<file path="src/rtl/core/klock_pkg.sv">
// shared types, constants and helpers of the keypad code lock
`timescale 1ns / 1ps

package klock_pkg;

	localparam int CODE_DIGITS = 6;
	// key codes stored per 24-bit code register
	localparam int CODE_NIBBLES = 6;
	localparam int CODE_W = 4 * CODE_NIBBLES;
	localparam int DIGIT_W = $clog2(CODE_DIGITS + 1);
	localparam int QUEUE_DEPTH = 2;
	localparam int QPTR_W = (QUEUE_DEPTH > 1) ? $clog2(QUEUE_DEPTH) : 1;
	localparam int QCNT_W = $clog2(QUEUE_DEPTH + 1);

	localparam logic [3:0] TRIES_SAT = 4'd15;

	typedef enum logic [1:0] {
		REQ_KEY     = 2'd0,
		REQ_TIMEOUT = 2'd1,
		REQ_RESTART = 2'd2,
		REQ_NONE    = 2'd3
	} req_t;

	typedef enum logic [1:0] {
		CMD_KEY,
		CMD_TIMEOUT,
		CMD_RESTART,
		CMD_NOP
	} cmd_kind_t;

	typedef enum logic [2:0] {
		ST_DIGIT     = 3'd0,
		ST_RETRY     = 3'd1,
		ST_LOCKED    = 3'd2,
		ST_UNLOCKED  = 3'd3,
		ST_RECOVERED = 3'd4,
		ST_WRONG_REC = 3'd5,
		ST_TIMEOUT   = 3'd6,
		ST_IGNORED   = 3'd7
	} status_t;

	typedef enum logic [1:0] {
		CFG_LOCK_CODE    = 2'd0,
		CFG_RECOVERY     = 2'd1,
		CFG_MAX_ATTEMPTS = 2'd2
	} cfg_idx_t;

	typedef struct packed {
		cmd_kind_t  kind;
		logic [3:0] key;
		logic       puk;
	} cmd_t;

	typedef struct packed {
		logic full;
		logic empty;
	} queue_status_t;

	// key code expected at a given position; positions past the code read as zero
	function automatic logic [3:0] code_nibble(input logic [CODE_W-1:0] code,
			input logic [DIGIT_W-1:0] pos);
		logic [3:0] nib;
		nib = 4'd0;
		for (int i = 0; i < CODE_NIBBLES; i++) begin
			if (i < CODE_DIGITS && pos == DIGIT_W'(i)) begin
				nib = code[i*4 +: 4];
			end
		end
		return nib;
	endfunction

endpackage

</file>
<file path="src/rtl/core/keypad_code_lock.sv">
// top level of the keypad code lock: config registers, front end, queue, back end
`timescale 1ns / 1ps

// Keypad combination lock. Each input word is a key press, a timeout or a session
// restart and yields exactly one result word with status, digits collected, tries
// left and the session outcome flags. An attempt is six keys; the code is judged
// only after the last key, and the attempt's mode (user or recovery code) is taken
// from puk_mode at its first key. The block takes one word per cycle while in_stall
// is low: a word is classified and written into the queue when accepted, and once
// it is at the queue head and the result slot is free the back end pops it and
// registers its result word in the output registers, which present it. A two-entry
// queue lets input and output stall on their own. Configuration writes are always
// accepted (cfg_ready is high) and must be issued only while no word is in flight;
// index 3 writes nothing.
module keypad_code_lock import klock_pkg::*; (
	input  logic        clk,
	input  logic        arst_n,
	input  logic        cfg_valid,
	output logic        cfg_ready,
	input  logic [1:0]  cfg_index,
	input  logic [23:0] cfg_data,
	input  logic        in_valid,
	output logic        in_stall,
	input  logic [1:0]  req_type,
	input  logic [3:0]  key_code,
	input  logic        puk_mode,
	output logic        out_valid,
	input  logic        out_stall,
	output logic [2:0]  status,
	output logic [2:0]  digits_entered,
	output logic [3:0]  tries_left,
	output logic        door_open,
	output logic        locked_out
);

	logic [CODE_W-1:0] lock_code_q;
	logic [CODE_W-1:0] recovery_code_q;
	logic [3:0]        max_attempts_q;

	queue_status_t     q_stat;
	logic              push;
	logic              pop;
	cmd_t              push_cmd;
	cmd_t              head_cmd;

	assign cfg_ready = 1'b1;

	always_ff @(posedge clk or negedge arst_n) begin
		if (!arst_n) begin
			lock_code_q     <= 24'h000000;
			recovery_code_q <= 24'h111111;
			max_attempts_q  <= 4'd3;
		end else if (cfg_valid && cfg_ready) begin
			unique case (cfg_idx_t'(cfg_index))
				CFG_LOCK_CODE:    lock_code_q     <= cfg_data;
				CFG_RECOVERY:     recovery_code_q <= cfg_data;
				CFG_MAX_ATTEMPTS: max_attempts_q  <= cfg_data[3:0];
				default: begin
				end
			endcase
		end
	end

	klock_front u_front (
		.in_valid (in_valid),
		.in_stall (in_stall),
		.req_type (req_type),
		.key_code (key_code),
		.puk_mode (puk_mode),
		.q_stat   (q_stat),
		.push     (push),
		.cmd      (push_cmd)
	);

	klock_queue u_queue (
		.clk      (clk),
		.arst_n   (arst_n),
		.push     (push),
		.push_cmd (push_cmd),
		.pop      (pop),
		.head_cmd (head_cmd),
		.q_stat   (q_stat)
	);

	klock_back u_back (
		.clk            (clk),
		.arst_n         (arst_n),
		.q_stat         (q_stat),
		.head_cmd       (head_cmd),
		.pop            (pop),
		.lock_code      (lock_code_q),
		.recovery_code  (recovery_code_q),
		.max_attempts   (max_attempts_q),
		.out_valid      (out_valid),
		.out_stall      (out_stall),
		.status         (status),
		.digits_entered (digits_entered),
		.tries_left     (tries_left),
		.door_open      (door_open),
		.locked_out     (locked_out)
	);

endmodule

</file>
<file path="src/rtl/core/klock_front.sv">
// front end: takes input words and classifies them into lock commands
`timescale 1ns / 1ps

module klock_front import klock_pkg::*; (
	input  logic          in_valid,
	output logic          in_stall,
	input  logic [1:0]    req_type,
	input  logic [3:0]    key_code,
	input  logic          puk_mode,
	input  queue_status_t q_stat,
	output logic          push,
	output cmd_t          cmd
);

	always_comb begin
		cmd.key = key_code;
		cmd.puk = puk_mode;
		unique case (req_t'(req_type))
			REQ_KEY:     cmd.kind = CMD_KEY;
			REQ_TIMEOUT: cmd.kind = CMD_TIMEOUT;
			REQ_RESTART: cmd.kind = CMD_RESTART;
			REQ_NONE:    cmd.kind = CMD_NOP;
			default:     cmd.kind = CMD_NOP;
		endcase
	end

	assign in_stall = q_stat.full;
	assign push = in_valid && !q_stat.full;

endmodule

</file>
<file path="src/rtl/core/klock_queue.sv">
// short command queue between front end and back end
`timescale 1ns / 1ps

module klock_queue import klock_pkg::*; (
	input  logic          clk,
	input  logic          arst_n,
	input  logic          push,
	input  cmd_t          push_cmd,
	input  logic          pop,
	output cmd_t          head_cmd,
	output queue_status_t q_stat
);

	cmd_t              entry_q [QUEUE_DEPTH];
	logic [QPTR_W-1:0] wr_ptr_q;
	logic [QPTR_W-1:0] rd_ptr_q;
	logic [QCNT_W-1:0] count_q;

	function automatic logic [QPTR_W-1:0] ptr_inc(input logic [QPTR_W-1:0] p);
		return (p == QPTR_W'(QUEUE_DEPTH - 1)) ? '0 : p + 1'b1;
	endfunction

	always_ff @(posedge clk) begin
		if (push) begin
			entry_q[wr_ptr_q] <= push_cmd;
		end
	end

	always_ff @(posedge clk or negedge arst_n) begin
		if (!arst_n) begin
			wr_ptr_q <= '0;
			rd_ptr_q <= '0;
			count_q  <= '0;
		end else begin
			if (push) begin
				wr_ptr_q <= ptr_inc(wr_ptr_q);
			end
			if (pop) begin
				rd_ptr_q <= ptr_inc(rd_ptr_q);
			end
			if (push && !pop) begin
				count_q <= count_q + 1'b1;
			end else if (pop && !push) begin
				count_q <= count_q - 1'b1;
			end
		end
	end

	assign head_cmd     = entry_q[rd_ptr_q];
	assign q_stat.full  = (count_q == QCNT_W'(QUEUE_DEPTH));
	assign q_stat.empty = (count_q == '0);

endmodule

</file>
<file path="src/rtl/core/klock_back.sv">
// back end: session state machine and registered result word
`timescale 1ns / 1ps

module klock_back import klock_pkg::*; (
	input  logic              clk,
	input  logic              arst_n,
	input  queue_status_t     q_stat,
	input  cmd_t              head_cmd,
	output logic              pop,
	input  logic [CODE_W-1:0] lock_code,
	input  logic [CODE_W-1:0] recovery_code,
	input  logic [3:0]        max_attempts,
	output logic              out_valid,
	input  logic              out_stall,
	output logic [2:0]        status,
	output logic [2:0]        digits_entered,
	output logic [3:0]        tries_left,
	output logic              door_open,
	output logic              locked_out
);

	typedef enum logic [1:0] {
		OUT_ACTIVE,
		OUT_OPEN,
		OUT_LOCKED,
		OUT_TIMEOUT
	} outcome_t;

	logic [DIGIT_W-1:0] digit_idx_q;
	logic               mismatch_q;
	logic               is_rec_q;
	logic [3:0]         wrong_q;
	outcome_t           outcome_q;

	logic               out_valid_q;
	status_t            status_q;
	logic [2:0]         digits_q;
	logic [3:0]         tries_q;
	logic               door_q;
	logic               locked_q;

	logic [DIGIT_W-1:0] idx_n;
	logic               mm_n;
	logic               rec_n;
	logic [3:0]         wrong_n;
	outcome_t           outcome_n;
	status_t            status_n;

	logic               rec;
	logic               mm;
	logic [CODE_W-1:0]  code_sel;
	logic [DIGIT_W:0]   idx_inc;
	logic [3:0]         tries_n;

	// result slot frees up when empty or being taken this cycle
	assign pop = !q_stat.empty && (!out_valid_q || !out_stall);

	always_comb begin
		idx_n     = digit_idx_q;
		mm_n      = mismatch_q;
		rec_n     = is_rec_q;
		wrong_n   = wrong_q;
		outcome_n = outcome_q;
		status_n  = ST_IGNORED;
		rec       = (digit_idx_q == '0) ? head_cmd.puk : is_rec_q;
		code_sel  = rec ? recovery_code : lock_code;
		mm        = mismatch_q || (head_cmd.key != code_nibble(code_sel, digit_idx_q));
		idx_inc   = {1'b0, digit_idx_q} + 1'b1;

		unique case (head_cmd.kind)
			CMD_RESTART: begin
				idx_n     = '0;
				mm_n      = 1'b0;
				rec_n     = 1'b0;
				wrong_n   = '0;
				outcome_n = OUT_ACTIVE;
			end
			CMD_KEY: begin
				if (outcome_q == OUT_ACTIVE) begin
					rec_n = rec;
					if (idx_inc < (DIGIT_W+1)'(CODE_DIGITS)) begin
						status_n = ST_DIGIT;
						idx_n    = idx_inc[DIGIT_W-1:0];
						mm_n     = mm;
					end else begin
						// full code in: judge it and start a fresh attempt
						idx_n = '0;
						mm_n  = 1'b0;
						priority if (rec && mm) begin
							status_n = ST_WRONG_REC;
						end else if (rec) begin
							status_n  = ST_RECOVERED;
							outcome_n = OUT_OPEN;
						end else if (mm) begin
							wrong_n = (wrong_q == TRIES_SAT) ? wrong_q : wrong_q + 1'b1;
							if (wrong_n >= max_attempts) begin
								status_n  = ST_LOCKED;
								outcome_n = OUT_LOCKED;
							end else begin
								status_n = ST_RETRY;
							end
						end else begin
							status_n  = ST_UNLOCKED;
							outcome_n = OUT_OPEN;
						end
					end
				end
			end
			CMD_TIMEOUT: begin
				// recovery attempts ride through timeouts
				if (outcome_q == OUT_ACTIVE && !rec) begin
					idx_n     = '0;
					mm_n      = 1'b0;
					outcome_n = OUT_TIMEOUT;
					status_n  = ST_TIMEOUT;
				end
			end
			CMD_NOP: begin
			end
			default: begin
			end
		endcase

		tries_n = (wrong_n >= max_attempts) ? 4'd0 : max_attempts - wrong_n;
	end

	always_ff @(posedge clk or negedge arst_n) begin
		if (!arst_n) begin
			digit_idx_q <= '0;
			mismatch_q  <= 1'b0;
			is_rec_q    <= 1'b0;
			wrong_q     <= '0;
			outcome_q   <= OUT_ACTIVE;
			out_valid_q <= 1'b0;
		end else begin
			if (pop) begin
				digit_idx_q <= idx_n;
				mismatch_q  <= mm_n;
				is_rec_q    <= rec_n;
				wrong_q     <= wrong_n;
				outcome_q   <= outcome_n;
				out_valid_q <= 1'b1;
			end else if (!out_stall) begin
				out_valid_q <= 1'b0;
			end
		end
	end

	always_ff @(posedge clk) begin
		if (pop) begin
			status_q <= status_n;
			digits_q <= 3'(idx_n);
			tries_q  <= tries_n;
			door_q   <= (outcome_n == OUT_OPEN);
			locked_q <= (outcome_n == OUT_LOCKED);
		end
	end

	assign out_valid      = out_valid_q;
	assign status         = status_q;
	assign digits_entered = digits_q;
	assign tries_left     = tries_q;
	assign door_open      = door_q;
	assign locked_out     = locked_q;

endmodule

</file>
<file path="config.mk">
export PLATFORM = sky130hd
export DESIGN_NAME = keypad_code_lock
export DESIGN_NICKNAME = d
export VERILOG_FILES = /design/src/rtl/core/klock_pkg.sv /design/src/rtl/core/keypad_code_lock.sv /design/src/rtl/core/klock_front.sv /design/src/rtl/core/klock_queue.sv /design/src/rtl/core/klock_back.sv
export SDC_FILE = /design/constraint.sdc
export NUM_CORES = 1
export LEC_CHECK = 0
export BUFFER_PORTS_ARGS = -buffer_cell sky130_fd_sc_hd__buf_2
export CAP_MARGIN = 20
export CELL_PAD_IN_SITES_DETAIL_PLACEMENT = 1
export CELL_PAD_IN_SITES_GLOBAL_PLACEMENT = 1
export CORE_ASPECT_RATIO = 1.1
export CORE_UTILIZATION = 47
export DETAILED_ROUTE_END_ITERATION = 16
export GPL_ROUTABILITY_DRIVEN = 0
export HOLD_SLACK_MARGIN = 0.03
export PLACE_DENSITY = 0.77
export SKIP_LAST_GASP = 1
export SYNTH_ARGS = -nofsm -noshare
export SYNTH_HDL_FRONTEND = slang
export SYNTH_SLANG_ARGS = --single-unit
</file>
<file path="constraint.sdc">
create_clock -name clk -period 4.8 [get_ports clk]
set_input_delay 0.96 -clock clk [delete_from_list [all_inputs] [get_ports clk]]
set_output_delay 0.96 -clock clk [all_outputs]
set_load 0.02 [all_outputs]
</file>
==> results of run 1 <==
state kept, by name, summed over array words and instances (netlist names):
register / count
u_queue.entry_q: 14
lock_code_q: 24
u_queue.rd_ptr_q: 1
u_back.digits_entered: 3
u_back.outcome_q: 2
recovery_code_q: 24
u_queue.wr_ptr_q: 1
u_back.tries_left: 4
u_back.door_open: 1
u_back.mismatch_q: 1
u_back.out_valid: 1
u_back.is_rec_q: 1
u_back.status: 3
max_attempts_q: 4
u_back.locked_out: 1
u_queue.count_q: 2
u_back.digit_idx_q: 3
u_back.wrong_q: 4
cells in the mapped netlist (all sizes together) (5+ instances only):
| cell type | count |
|---|---|
| inv | 14 |
| clkbuf | 6 |
| buf | 8 |
| nand2 | 33 |
| nor2 | 28 |
| a21oi | 11 |
| nor3 | 9 |
| xor2 | 5 |
| mux2i | 31 |
| o21ai | 12 |
| xnor2 | 6 |
| a21o | 6 |
| edfxtp | 26 |
| mux2 | 59 |
| dfstp | 8 |
| dfrtp | 60 |
| ha | 16 |
cells by family (layout without fill, tap and decap cells):
family                     count (synthesis)  count (layout)  synth area share
and+or+nand+nor                           95              95            0.0889
DFF                                       94              94             0.512
muxes                                     90              90             0.205
AOI/OAI and AO/OA                         68              68             0.101
buffers and inverters                     29              95            0.0277
adders and majority gates                 17              17            0.0452
xor gates and xnor gates                  11              11            0.0198
other                                      1               1          0.000770
final cells by class:
cell class | count | area (µm²)
inverter | 15 | 56.3
timing repair buffer | 64 | 353
fill | 1048 | 4420
sequential | 94 | 2490
clock buffer | 13 | 170
multi-input combinational | 282 | 2280
clock inverter | 3 | 65.1
tap | 120 | 150
path summary, 6_finish.rpt:
path / startpoint / end
setup / recovery: u_back.digit_idx_q[0] / u_back.tries_left[3]
hold / removal: u_queue.wr_ptr_q / u_queue.wr_ptr_q
hold reg to reg: u_queue.wr_ptr_q / u_queue.wr_ptr_q
setup reg to reg: u_back.digit_idx_q[0] / u_back.tries_left[3]
min in group asynchronous: arst_n / u_queue.count_q[0]
max in group asynchronous: arst_n / recovery_code_q[4]
metrics by stage:
stage / area [µm²] / util / power (µW) / setup slack [ns]
5_1_grt: 5570 / 0.557 / 3470 / 0.0832
3_3_place_gp: 5290 / 0.529 / 2540 / 0.267
3_5_place_dp: 5290 / 0.529 / 2620 / 0.0530
2_1_floorplan: 4870 / - / 2210 / 0.443
4_1_cts: 5520 / 0.553 / 3240 / 0.0372
6_report: 5570 / 0.557 / 3270 / 0.296
routing by layer:
layer,vias up,track usage
li1,1590,-
met1,1731,0.266
met2,53,0.424
met3,15,0.0276
met4,0,0.0861
met5,-,0
timing repair:
action,in CTS,in global routing
buffers inserted,0,2
gates resized for setup,0,7
hold buffers,0,0
endpoints found under the setup margin,0,4
power by group through the flow:
| stage | combinational [µW] | sequential, µW | clock (µW) |
|---|---|---|---|
| floorplan | 969 | 1240 | 0 |
| global placement | 1330 | 1210 | 0 |
| detailed placement | 1400 | 1220 | 0 |
| CTS | 1410 | 1210 | 623 |
| global route | 1580 | 1240 | 654 |
| finish | 1450 | 1210 | 605 |
==> impl_metrics.tcl, run 1 <==
set metrics [dict create \
    outcome "finished, final reports clean" \
    power_frac_clock 0.185 \
    met1_length_um 4780 \
    fin_crit_sh 0.938 \
    die_area_um2 10800 \
    core_area_um2 9980 \
    ant_nets 0 \
    wl_per_cell_um 19.2 \
    grt_max_degree 36 \
    layout.nets 521 \
    rr_worst_depth 19 \
    cp.arrival_ns 4.62 \
    hold_slack_ns 0.499 \
    clk_pin_slew_worst_paths_ns 0.09 \
    crit_slowest_cell "dfrtp_2" \
    crit_required_ns 4.92 \
    cts_tree "done" \
    hold_path_depth 1 \
    setup_viol 0 \
    fmax_mhz 222 \
    fin_crit_ns 4.50 \
    drv_slew 0 \
    reg2reg_slack_ns 0.30 \
    highest_layer "met4" \
    grt_pass1_wl_um 18600 \
    final_cells 591 \
    viasPerCell 5.73 \
    slowest_delay_ns 0.45 \
    clkLatencyLatePin_ns 0.36 \
    async_flop_share 0.723 \
    synthTopCellsByArea "dfrtp_1, edfxtp_1, mux2_2, mux2i_1, dfstp_2" \
    cp.depth 19 \
    grt_setup_unrepaired "false" \
    crit_chain "inv_1 -> ha_1 -> nor2b_4 -> mux2i_4 -> mux2_2 -> a311o_1 -> o211ai_1 -> xnor2_1 -> nand3_1 -> o211a_4 -> a21bo_2 -> nand3_1 -> ha_1 -> inv_1 -> fa_1 -> a21o_1 -> a21oi_1 -> a41o_1 -> nor2_1" \
    cap_viol_max_count 0 \
    num_antenna_cells 0 \
    drive_gt1_frac 0.333 \
    grt_pass1_vias 3720 \
    synth.top_cell.area_share 0.308 \
    die_h_um 109 \
    power_leakage_uw 0.00242 \
    yosysUniqueCellTypes 61 \
    path_delay_family "compound AO/OA/AOI/OAI gates" \
    grt.total_usage 0.226 \
    clock_sinks 94 \
    root_buffer "clkbuf_8" \
    area_growth_pct 14.3 \
    final_cell_mix "dfrtp_1, mux2_2, buf_2, nand2_1, mux2i_1" \
    yosysSeqAreaShare 0.512 \
    comb_power_share 0.444 \
    fin_skew_ns 0.00607 \
    rows 38 \
    crit_type "register to register" \
    slew_headroom 0.405 \
    hp-class "register to register" \
    synth_flop_cell "dfrtp_1" \
    ios 53 \
    netlist_area_um2 4870 \
    switching_power_uw 1220 \
    synth_cells 405 \
    switching_share 0.374 \
    intPower_uw 2040 \
    synth_warnings 0 \
    avgSynthCellArea_um2 12.0 \
    pwr-share-seq 0.371 \
    clk_path_buf_depth 2 \
    tightest_slew_ns 0.892 \
    first_pass_iters 4 \
    start_util 0.488 \
    drt-initial-drc-count 132 \
    worstSetupStartpointType "register" \
    synth.largest_area_cell "dfrtp_1" \
    synth-seq-cells 94 \
    wl_met3_um 230 \
    power_density_nw_per_um2 587 \
    cts_buffers 9 \
    antenna_found_initial 0 \
    mostFrequentLayoutCell "dfrtp_1" \
    synth_edf_count 26 \
    dp_hpwl_um 8330 \
    cp-end-kind "register" \
    ir_drop_uv 221 \
    routed-wl-met2_um 6150 \
    dp_cells 573 \
    routed_wl_um 11400 \
    overflow 0 \
    drc_errors 0 \
    hold_violations 0 \
    num_vias 3389 \
    portBuffers 51 \
    worst-path-max-fanout 6 \
    crit_buf_inv 2 \
    htree_levels 3 \
    die_w_um 99.1 \
    syn-num-nets 460 \
    tns_ns 0 \
]
(Power assumes the default switching activity.)
==> run 2, diff against run 1 <==
--- a/config.mk
+++ b/config.mk
@@ -10,12 +10,14 @@
 export CELL_PAD_IN_SITES_DETAIL_PLACEMENT = 1
 export CELL_PAD_IN_SITES_GLOBAL_PLACEMENT = 1
 export CORE_ASPECT_RATIO = 1.1
-export CORE_UTILIZATION = 47
+export CORE_UTILIZATION = 48
 export DETAILED_ROUTE_END_ITERATION = 16
 export GPL_ROUTABILITY_DRIVEN = 0
 export HOLD_SLACK_MARGIN = 0.03
-export PLACE_DENSITY = 0.77
+export PLACE_DENSITY = 0.78
 export SKIP_LAST_GASP = 1
+export SLEW_MARGIN = 10
 export SYNTH_ARGS = -nofsm -noshare
 export SYNTH_HDL_FRONTEND = slang
+export SYNTH_HIERARCHICAL = 1
 export SYNTH_SLANG_ARGS = --single-unit
==> constraint.sdc (replaced) <==
create_clock -name clk -period 4.69 [get_ports clk]
set_input_delay 0.938 -clock clk [delete_from_list [all_inputs] [get_ports clk]]
set_output_delay 0.938 -clock clk [all_outputs]
set_load 0.02 [all_outputs]
==> impl_metrics.tcl, run 2 <==
set metrics [dict create \
    grt_setup_unrepaired "false" \
    netlist_area_um2 5180 \
    drc_errors 0 \
    setup_viol 0 \
    crit_type "register to register" \
    fillers 1156 \
    drive_gt1_frac 0.360 \
    fin_crit_ns 4.55 \
    routed_wl_um 12400 \
    hp-class "register to register" \
    wl_per_cell_um 19.2 \
    drt-initial-drc-count 150 \
    root_buffer "clkbuf_16" \
    path_delay_family "compound AO/OA/AOI/OAI gates" \
    grt_pass1_wl_um 20400 \
    area_growth_pct 14.2 \
    first_pass_iters 4 \
    drv_slew 0 \
    outcome "finished, final reports clean" \
    synthTopCellsByArea "dfrtp_1, edfxtp_1, mux2_2, dfstp_2, ha_1" \
    viasPerCell 5.76 \
    clkLatencyLatePin_ns 0.34 \
    die_h_um 111 \
    synth-seq-cells 94 \
    portBuffers 51 \
    power_density_nw_per_um2 553 \
    cp-startpoint "u_queue/rd_ptr_q" \
    slowest_delay_ns 0.53 \
    rows 39 \
    crit_required_ns 4.78 \
    core_area_um2 10400 \
    grt_pass1_vias 3986 \
    ios 53 \
    async_flop_share 0.723 \
    start_util 0.496 \
    overflow 0 \
    grt.total_usage 0.240 \
    synth.largest_area_cell "dfrtp_1" \
    yosysMostFrequentCell "mux2_2" \
    synth_flop_cell "dfrtp_1" \
    grt_max_degree 38 \
    reg.largest.list "lock_code_q x24, recovery_code_q x24, u_queue/entry_q x14" \
    postCtsHoldBufs 0 \
    layout.nets 553 \
    num_vias 3724 \
    crit_chain "mux2_4 -> and3b_1 -> o21ba_2 -> a311o_1 -> a31oi_1 -> mux2_2 -> nand4_1 -> a211oi_4 -> or4_1 -> o211ai_1 -> ha_1 -> inv_1 -> fa_1 -> a21o_1 -> a21oi_2 -> a41o_1 -> nor2_1" \
    syn-num-nets 499 \
    synth_edf_count 26 \
    reg2reg_from "u_queue/rd_ptr_q" \
    cp.arrival_ns 4.64 \
    clk_path_buf_depth 2 \
    tightest_slew_ns 0.884 \
    tns_ns 0 \
    ant_nets 0 \
    avgSynthCellArea_um2 11.7 \
    synth.top_cell.area_share 0.290 \
    synth_cells 444 \
    yosysUniqueCellTypes 76 \
    clk_pin_slew_worst_paths_ns 0.06 \
    antenna_found_initial 0 \
    fmax_mhz 220 \
    fin_crit_sh 0.970 \
    cts_buffers 9 \
    die_area_um2 11200 \
    die_w_um 101 \
    slew_headroom 0.411 \
    dp_hpwl_um 8990 \
    cap_viol_max_count 0 \
    mostFrequentLayoutCell "mux2_2" \
    yosys-top-cells-count "mux2_2, dfrtp_1, nand2_1" \
    power_leakage_uw 0.00245 \
    worstSetupStartpointType "register" \
    cts_tree "done" \
    fin_util 0.566 \
    ir_drop_uv 212 \
    yosysSeqAreaShare 0.481 \
    clock_sinks 94 \
    num_antenna_cells 0 \
    synth_warnings 6 \
    cp-end-kind "register" \
    hold_violations 0 \
    htree_levels 3 \
    final_cell_mix "mux2_2, dfrtp_1, buf_2, nand2_1, edfxtp_1" \
    fin_skew_ns 0.00500 \
    crit_buf_inv 1 \
    crit_slowest_cell "or4_1" \
    worst-path-max-fanout 7 \
    worstHoldStart "u_back/out_valid" \
]
[run 2: cell count changes after synthesis, moves of 5 or more]
cell     before  now
nand3_1       4   11
a21oi_1       9   14
nand2_1      33   28
buf_4         2   12
o21ai_0       9   16
nor2_1       28   21
inv_1        14   19
mux2i_1      29   11
mux2_2       57   63
[run 2: routing by layer]
metal,routed length [µm],vias to the layer above,track usage,share of wire
li1,-,1731,-,-
met1,5060,1889,0.278,0.41
met2,6640,77,0.426,0.53
met3,357,27,0.0429,0.029
met4,359,0,0.109,0.029
met5,0,-,0,0
[run 2: tightest hold or removal path, stage by stage, from the launching register on]
cell	delay, ns
dfrtp_1	0.33
nand2_1	0.07
nand2_1	0.06
[run 2: power by group]
group | leakage [µW] | total (µW) | switching [µW] | internal, µW
clock network | 0.000126 | 669 | 296 | 374
registers | 0.00105 | 1220 | 136 | 1080
logic | 0.00128 | 1380 | 788 | 597
total | 0.00245 | 3270 | 1220 | 2050
[run 2: kinds of logic after synthesis]
logic type | synth area share
XOR/XNOR | 0.0169
adder cells (fa/ha/maj) | 0.0425
buffers and inverters | 0.0507
AO/OA/AOI/OAI | 0.124
flip-flops | 0.481
AND/OR/NAND/NOR | 0.118
multiplexers | 0.166
other | 0.000724
[run 2: layout make-up]
| cell class | count | area [µm²] | share of cell area |
|---|---|---|---|
| sequential | 94 | 2490 | 0.421 |
| timing repair buffer | 72 | 413 | 0.0698 |
| clock buffer | 13 | 250 | 0.0423 |
| tap | 143 | 179 | 0.0303 |
| clock inverter | 3 | 20.0 | 0.00338 |
| multi-input combinational | 301 | 2480 | 0.420 |
| inverter | 20 | 75.1 | 0.0127 |
[run 2: path summary, 6_finish.rpt]
kind / end / slack, ns / depth (start not counted)
worst max-delay path: u_back/tries_left[3] / 0.14 / 17
worst min-delay path: u_back/out_valid / 0.49 / 2
worst max register to register: u_back/tries_left[3] / 0.14 / 17
worst min register to register: u_back/out_valid / 0.49 / 2
max in group asynchronous: recovery_code_q[4] / 2.98 / 2
min in group asynchronous: u_queue/count_q[0] / 0.71 / 1
[run 2: metrics by stage]
| step | instances | hold slack (ns) | instance area, µm² | total power (µW) | setup WS [ns] |
|---|---|---|---|---|---|
| after global routing | 646 | 0.521 | 5910 | 3460 | 0.0101 |
| after detailed placement | 628 | 0.483 | 5570 | 2550 | 0.0366 |
| after global placement | 628 | 0.468 | 5570 | 2470 | 0.261 |
| after CTS | 644 | 0.498 | 5840 | 3230 | 0.0706 |
| after floorplan | 444 | 0.450 | 5180 | 2180 | 0.283 |
| final | 646 | 0.491 | 5910 | 3270 | 0.142 |
[run 2: timing repair]
action / in CTS / in global routing
buffers inserted: 0 / 2
resized for setup: 1 / 13
endpoints found under the setup margin: 2 / 3
pin swaps: 0 / 3
==> run 3, diff against run 2 <==
--- a/config.mk
+++ b/config.mk
@@ -5,16 +5,18 @@
 export SDC_FILE = /design/constraint.sdc
 export NUM_CORES = 1
 export LEC_CHECK = 0
+export ABC_AREA = 1
 export BUFFER_PORTS_ARGS = -buffer_cell sky130_fd_sc_hd__buf_2
 export CAP_MARGIN = 20
 export CELL_PAD_IN_SITES_DETAIL_PLACEMENT = 1
 export CELL_PAD_IN_SITES_GLOBAL_PLACEMENT = 1
 export CORE_ASPECT_RATIO = 1.1
-export CORE_UTILIZATION = 48
+export CORE_UTILIZATION = 45
 export DETAILED_ROUTE_END_ITERATION = 16
 export GPL_ROUTABILITY_DRIVEN = 0
 export HOLD_SLACK_MARGIN = 0.03
-export PLACE_DENSITY = 0.78
+export MAX_ROUTING_LAYER = met4
+export PLACE_DENSITY = 0.79
 export SKIP_LAST_GASP = 1
 export SLEW_MARGIN = 10
 export SYNTH_ARGS = -nofsm -noshare
==> impl_metrics.tcl, run 3 <==
set metrics [dict create \
    drt-initial-drc-count 175 \
    die_h_um 116 \
    intPower_uw 2100 \
    antenna_found_initial 0 \
    num_antenna_cells 0 \
    tns_ns 0 \
    fin_crit_ns 4.21 \
    clock_sinks 94 \
    core_area_um2 11500 \
    routed_wl_um 13500 \
    drv_slew 0 \
    dp_hpwl_um 9850 \
    synth.top_cell.area_share 0.283 \
    cts_setup_buffers 0 \
    area_growth_pct 10.3 \
    num_vias 4414 \
    netlist_area_um2 5300 \
    synth_warnings 6 \
    async_flop_share 0.723 \
    ios 53 \
    ant_nets 0 \
    grt.total_usage 0.248 \
    viasPerCell 5.32 \
    fmax_mhz 238 \
    clk_path_buf_depth 2 \
    synth_flop_cell "dfrtp_1" \
    clkLatencyLatePin_ns 0.34 \
    fin_crit_sh 0.897 \
    root_buffer "clkbuf_16" \
    cap_viol_max_count 0 \
    die_area_um2 12200 \
    synthTopCellsByArea "dfrtp_1, edfxtp_1, nand2_1, nand3_1, inv_1" \
    slew_headroom 0.511 \
    clk_pin_slew_worst_paths_ns 0.07 \
    yosys-top-cells-count "nand2_1, inv_1, nand3_1" \
    reg2reg_from "u_queue/rd_ptr_q" \
    crit_slowest_cell "dfrtp_2" \
    avgSynthCellArea_um2 8.27 \
    cts_buffers 9 \
    synth_edf_count 26 \
    cp-end-kind "register" \
    cts_tree "done" \
    cp.arrival_ns 4.31 \
    ir_drop_uv 209 \
    crit_required_ns 4.79 \
    comb_power_share 0.479 \
    fin_skew_ns 0.00636 \
    syn-num-nets 696 \
    setup_viol 0 \
    worstHoldStart "lock_code_q[21]" \
    switching_share 0.442 \
    grt_max_degree 43 \
    crit_type "register to register" \
    yosysSeqAreaShare 0.470 \
    worstSetupStartpointType "register" \
    grt_pass1_wl_um 23200 \
    crit_top_cell "nand2_1" \
    worst-path-max-fanout 26 \
    mostFrequentLayoutCell "nand2_1" \
    power_density_nw_per_um2 644 \
    power_leakage_uw 0.00298 \
    yosysMostFrequentCell "nand2_1" \
    drc_errors 0 \
    grt_pass1_vias 4779 \
    start_util 0.461 \
    die_w_um 105 \
    hold_violations 0 \
    rows 41 \
    drive_gt1_frac 0.163 \
    htree_levels 3 \
    hp-class "register to register" \
    synth_cells 641 \
    portBuffers 51 \
    tightest_slew_ns 0.733 \
    layout.nets 730 \
    slowest_delay_ns 0.52 \
    cp-startpoint "u_queue/rd_ptr_q" \
    power_frac_clock 0.192 \
    overflow 0 \
    synth-seq-cells 94 \
    yosysUniqueCellTypes 39 \
    reg.largest.list "lock_code_q x24, recovery_code_q x24, u_queue/entry_q x14" \
    wl_per_cell_um 16.3 \
    power_uw 3770 \
    outcome "finished, final reports clean" \
    first_pass_iters 4 \
    synth.largest_area_cell "dfrtp_1" \
    switching_power_uw 1670 \
    pwr-share-seq 0.329 \
    postCtsHoldBufs 0 \
    final_cell_mix "nand2_1, inv_1, nand3_1, dfrtp_1, buf_2" \
]
## run 3: kinds of logic after synthesis
| group | Yosys count | synth area share |
|---|---|---|
| xor gates and xnor gates | 4 | 0.00661 |
| DFF | 94 | 0.470 |
| muxes | 7 | 0.0198 |
| adders and majority gates | 17 | 0.0415 |
| AOI/OAI and AO/OA | 56 | 0.0571 |
| and+or+nand+nor | 349 | 0.304 |
| buffers and inverters | 113 | 0.101 |
| other | 1 | 0.000707 |
## run 3: final timing paths
| kind | to | cells past startpoint | slack (ns) |
|---|---|---|---|
| max | u_back/tries_left[3] | 28 | 0.48 |
| min | lock_code_q[21] | 2 | 0.47 |
| max reg2reg | u_back/tries_left[3] | 28 | 0.48 |
| min reg2reg | lock_code_q[21] | 2 | 0.47 |
| max in group asynchronous | recovery_code_q[12] | 2 | 3.04 |
| min in group asynchronous | u_back/wrong_q[0] | 1 | 0.63 |
## run 3: worst max-delay path: cells and delay by family (launching register included)
| family | cells | cell delay (ns) |
|---|---|---|
| simple gates | 17 | 1.63 |
| mux | 1 | 0.35 |
| compound gates | 5 | 0.63 |
| fa+ha+maj | 2 | 0.56 |
| buf+inv | 3 | 0.24 |
| flops | 1 | 0.52 |
## run 3: final cells by class
type	count	area (µm²)
repair buffers	54	278
multi-input cells	434	2290
fillers	1421	5640
clock inverters	7	65.1
clock buffers	9	225
well taps	150	188
inverters	82	310
flip-flops and latches	94	2490
## run 3: what timing repair did
action | in CTS | in global routing
resized for setup | 0 | 3
endpoints found under the hold margin | 0 | 0
setup endpoints to repair | 0 | 4
## run 3: power groups by stage
| stage | combinational [µW] | clock, µW | sequential (µW) |
|---|---|---|---|
| 6_report | 1800 | 721 | 1240 |
| 5_1_grt | 2050 | 766 | 1270 |
| 4_1_cts | 1800 | 738 | 1240 |
| 3_5_place_dp | 1780 | 0 | 1260 |
| 3_3_place_gp | 1680 | 0 | 1240 |
| 2_1_floorplan | 1340 | 0 | 1270 |
## run 3: metrics by stage
stage,hold WS (ns),util,instances,area (µm²),worst slack [ns]
6_report,0.465,0.509,830,5850,0.483
5_1_grt,0.492,0.509,830,5850,-0.00178
4_1_cts,0.472,0.508,830,5840,0.169
3_5_place_dp,0.455,0.483,814,5550,0.186
3_3_place_gp,0.454,0.483,814,5550,0.443
2_1_floorplan,0.433,-,641,5300,1.04
## run 3: per-layer routing
metal / up-vias / part of all wire / global-route usage
met2: 87 / 0.51 / 0.438
met4: 0 / 0.024 / 0.0981
li1: 2143 / - / -
met5: - / 0 / -
met3: 25 / 0.026 / 0.0326
met1: 2159 / 0.44 / 0.288
